[config.mk]
export PLATFORM = sky130hd
export DESIGN_NAME = dlnl_ram
export DESIGN_NICKNAME = d
export VERILOG_FILES = /design/src/hw/rtl/doubly_linked_node_list_assert.svh /design/src/hw/rtl/dlnl_ram.sv
export SDC_FILE = /design/constraint.sdc
export NUM_CORES = 2
export LEC_CHECK = 0
export BUFFER_PORTS_ARGS = -buffer_cell sky130_fd_sc_hd__buf_4
export CORE_MARGIN = 5
export CORE_UTILIZATION = 35
export DETAILED_ROUTE_END_ITERATION = 7
export MAX_ROUTING_LAYER = met4
export RECOVER_POWER = 50
export SLEW_MARGIN = 40
export SYNTH_ARGS = -nofsm -noshare
export SYNTH_HDL_FRONTEND = slang
export SYNTH_SLANG_ARGS = --single-unit
[constraint.sdc]
create_clock -name clk -period 3.4 [get_ports clk]
set_input_delay 0.68 -clock clk [delete_from_list [all_inputs] [get_ports clk]]
set_output_delay 0.68 -clock clk [all_outputs]
set_load 0.01 [all_outputs]
[src/hw/rtl/doubly_linked_node_list_assert.svh]
// Assertion helpers for the linked node list. Both expect clk and rst_n in scope.
`ifndef DOUBLY_LINKED_NODE_LIST_ASSERT_SVH
`define DOUBLY_LINKED_NODE_LIST_ASSERT_SVH

// Same-cycle implication.
`define DLNL_ASSERT_NOW(lbl, ante, cons) \
    lbl: assert property (@(posedge clk) disable iff (!rst_n) (ante) |-> (cons)) \
        else $error("dlnl check failed");

// Next-cycle implication.
`define DLNL_ASSERT_NXT(lbl, ante, cons) \
    lbl: assert property (@(posedge clk) disable iff (!rst_n) (ante) |=> (cons)) \
        else $error("dlnl check failed");

`endif

[src/hw/rtl/dlnl_ram.sv]
module dlnl_ram #(
    parameter int WIDTH = 8,
    parameter int DEPTH = 256,
    localparam int AW   = $clog2(DEPTH)
) (
    input  logic             clk,
    input  logic             we,
    input  logic [AW-1:0]    waddr,
    input  logic [WIDTH-1:0] wdata,
    input  logic [AW-1:0]    raddr,
    output logic [WIDTH-1:0] rdata
);

    logic [WIDTH-1:0] mem_reg [DEPTH];
    logic [WIDTH-1:0] rd_reg;

    always_ff @(posedge clk)
    begin
        if (we)
        begin
            mem_reg[waddr] <= wdata;
        end
        rd_reg <= mem_reg[raddr];
    end

    assign rdata = rd_reg;

endmodule

==> impl_metrics.toml <==
[clock_network]
ctsLongestPathBuffers = 3
tritoncts = "yes"
h-tree-depth = 4
cts_root_buffer = "clkbuf_16"
numCtsBuffers = 201
ctsHoldBuffers = 0
post_cts_resized = 0
clkTransAtPathRegs_ns = 0.06
postCtsSetupBuffers = 0
clock_latency_ns = 0.83
numClockSinks = 2056

[route]
num_vias = 40230
drc_errors = 0
routed_wl_mm = 204.7
dr.first_iter.drc_count = 4317
wl_per_cell_um = 27.41
antenna_left = 0
routed_via_density = 5.386
dr.pass1.iters = 5

[timing]
hold_viol = 0
maxSlewHeadroom = -0.9784
fin_ws_ns = 0.3618
fin_crit_ns = 3.038
rsz0062_at_grt = "no"
fin_crit_sh = 0.8936
fmax_mhz = 329.1
setup_viol = 0
slew_viol_final = 598
fin_skew_ns = 0.02820
tightest_slew_ns = 2.968

[grt]
grt_max_degree = 101
grt-ovfl-total = 0
grt_pass1_wl_mm = 296.5
grt_pass1_vias = 40660
antenna_found_initial = 12
grt_util_all_layers = 0.1762

[die]
die_area_sq_um = 236900
placementRows = 175
die_x_um = 486.8
dieHeight_um = 486.8
core_region_area_sq_um = 226800
ios = 34
start_util = 0.3507

[run]
max_cap_viol_count = 8

[setup_path]
required_ns = 3.98
crit_family = "buffers and inverters"
startpoint_type = "primary input"
ff2ff_path_depth = 8
cp_max_fo = 56
reg2reg_slack_ns = 0.73
r2r-start = "mem_reg[139][4]"
critPathSlowestCell = "clkdlybuf4s25_1"
crit_path_end_kind = "flip-flop"
max_stage_delay_ns = 2.17
path_cells = "clkdlybuf4s25_1 > buf_4"
worstSetupPathType = "in2reg"
reg2reg_to = "rdata[4]"
cp.arrival_ns = 3.62
path_buf_inv = 2

[cells_and_area]
drive_gt1_frac = 0.2989
largest_register_ffs = 2048
nets = 4307
area_delta_synth_final_pct = 17.48

[yosys]
synth_cells = 3733
syn_area_sq_um = 79560
synth_area_leader_cell = "edfxtp_1"
async_flop_share = 0
syn_nets = 3759
yosysTopAreaCellShare = 0.7730
ys_warn_count = 0
synth_cell_types = 55
synth_most_common_cell = "edfxtp_1"
synth_edf_count = 2048
synth_commonest_cells = "2048 x edfxtp_1, 454 x mux4_2, 282 x nor2_1"
ys_seq_area_frac = 0.7750
ys.flop_type = "edfxtp_1"
synth_seq_cells = 2056
avgSynthCellArea_sq_um = 21.31
netlist_top_cells_area = "edfxtp_1 77%, mux4_2 13%, mux2i_1 1.7%"

[outcome]
status = "finished, violations left"
violations = "max-capacitance violations, max-slew violations"

[power_and_ir_drop]
p_clk_frac = 0.416
switching_power_uw = 11230
power.density_nw_per_um2 = 564.2
power_uw = 52730
vdd_drop_max_mv = 0.5545
switching_share = 0.2129
p_comb_frac = 0.053
p_leak_uw = 0.02957
p_int_uw = 41500
seq_power_share = 0.531

[hold_path]
min-delay-path-class = "in2reg"
min_path_cells = 4
holdCritStartpoint = "waddr[2]"
hold_end = "mem_reg[154][3]"

[place]
io_buffers = 33
dp_hpwl_mm = 131.7
pre_cts_ws_ns = -0.4789
gp_congestion = 0.8318
-- worst max path at each step --
| stage | from | cells after the start | slack, ns | to |
|---|---|---|---|---|
| detailed placement | raddr[0] | 12 | -0.48 | rdata[2] |
| floorplan | raddr[0] | 9 | 0.78 | rdata[2] |
| finish | wdata[2] | 2 | 0.36 | mem_reg[144][2] |
| global placement | raddr[0] | 11 | -0.45 | rdata[4] |
| global route | wdata[7] | 2 | 0.19 | mem_reg[27][7] |
| CTS | raddr[0] | 12 | 0.40 | rdata[2] |
-- cell usage in the layout (no fill, tap or decap), types with 8 or more instances in the layout --
master | netlist | layout
nand2b_1 | 8 | 8
bufinv_16 | 0 | 19
o21ai_0 | 10 | 10
clkbuf_2 | 0 | 13
clkbuf_1 | 111 | 53
nor2b_1 | 31 | 28
nor3_1 | 22 | 22
clkinv_1 | 1 | 51
a221oi_1 | 13 | 13
a22oi_1 | 133 | 133
o211ai_1 | 10 | 10
nand3_1 | 34 | 32
buf_12 | 8 | 58
nor2_1 | 282 | 274
mux2i_1 | 134 | 134
a21oi_1 | 96 | 96
a211oi_1 | 16 | 16
buf_4 | 27 | 485
o221ai_1 | 46 | 46
a22o_1 | 8 | 8
edfxtp_1 | 2048 | 2048
nand2_1 | 33 | 33
clkinv_2 | 0 | 40
clkbuf_16 | 0 | 204
mux4_2 | 454 | 454
nor4_1 | 24 | 20
nand4_1 | 10 | 10
o22ai_1 | 28 | 28
diode_2 | 0 | 9
dfxtp_1 | 8 | 8
-- logic make-up (layout without fill, tap and decap cells) --
| logic type | count (synthesis) | after routing | synth area share |
|---|---|---|---|
| DFF | 2056 | 2056 | 0.7750 |
| muxes | 591 | 591 | 0.1462 |
| and+or+nand+nor | 466 | 466 | 0.02628 |
| AOI/OAI and AO/OA | 385 | 385 | 0.03419 |
| buffers and inverters | 235 | 952 | 0.01831 |
| other | 0 | 9 | 0 |
-- layout make-up --
class                           count  area, sq um
Clock inverter                    131         1235
Sequential cell                  2056        61660
Inverter                            2        7.507
Clock buffer                      241         5254
Fill cell                       19970       133400
Multi-Input combinational cell   1442        16530
Tap cell                         3009         3765
Antenna cell                        9        22.52
Timing Repair Buffer              578         4986
-- metal layers --
| layer | wire length [um] | track usage | vias up |
|---|---|---|---|
| li1 | - | - | 16820 |
| met1 | 85200 | 0.2402 | 21590 |
| met2 | 100100 | 0.2777 | 1504 |
| met3 | 13600 | 0.02670 | 311 |
| met4 | 5744 | 0.05088 | 0 |
| met5 | 0 | - | - |
-- power by group through the flow --
| stage | combinational (uW) | sequential, uW | clock (uW) |
|---|---|---|---|
| after floorplan | 1360 | 28500 | 0 |
| after global placement | 2790 | 28500 | 0 |
| after detailed placement | 2820 | 28500 | 0 |
| after CTS | 2820 | 28000 | 22400 |
| after global routing | 2930 | 28000 | 23400 |
| final | 2770 | 28000 | 21900 |
-- metrics by stage --
stage,utilization,hold WS [ns],TNS [ns],area [sq um],std cells
finish,0.4120,0.5430,0,93460,7468
global route,0.4120,0.5397,0,93450,7465
CTS,0.4127,0.2152,0,93620,7459
detailed placement,0.3841,1.117,-1.636,87130,7087
global placement,0.3840,1.108,-2.131,87110,7087
floorplan,-,0.7699,0,79560,3733
(Power assumes the default switching activity.)
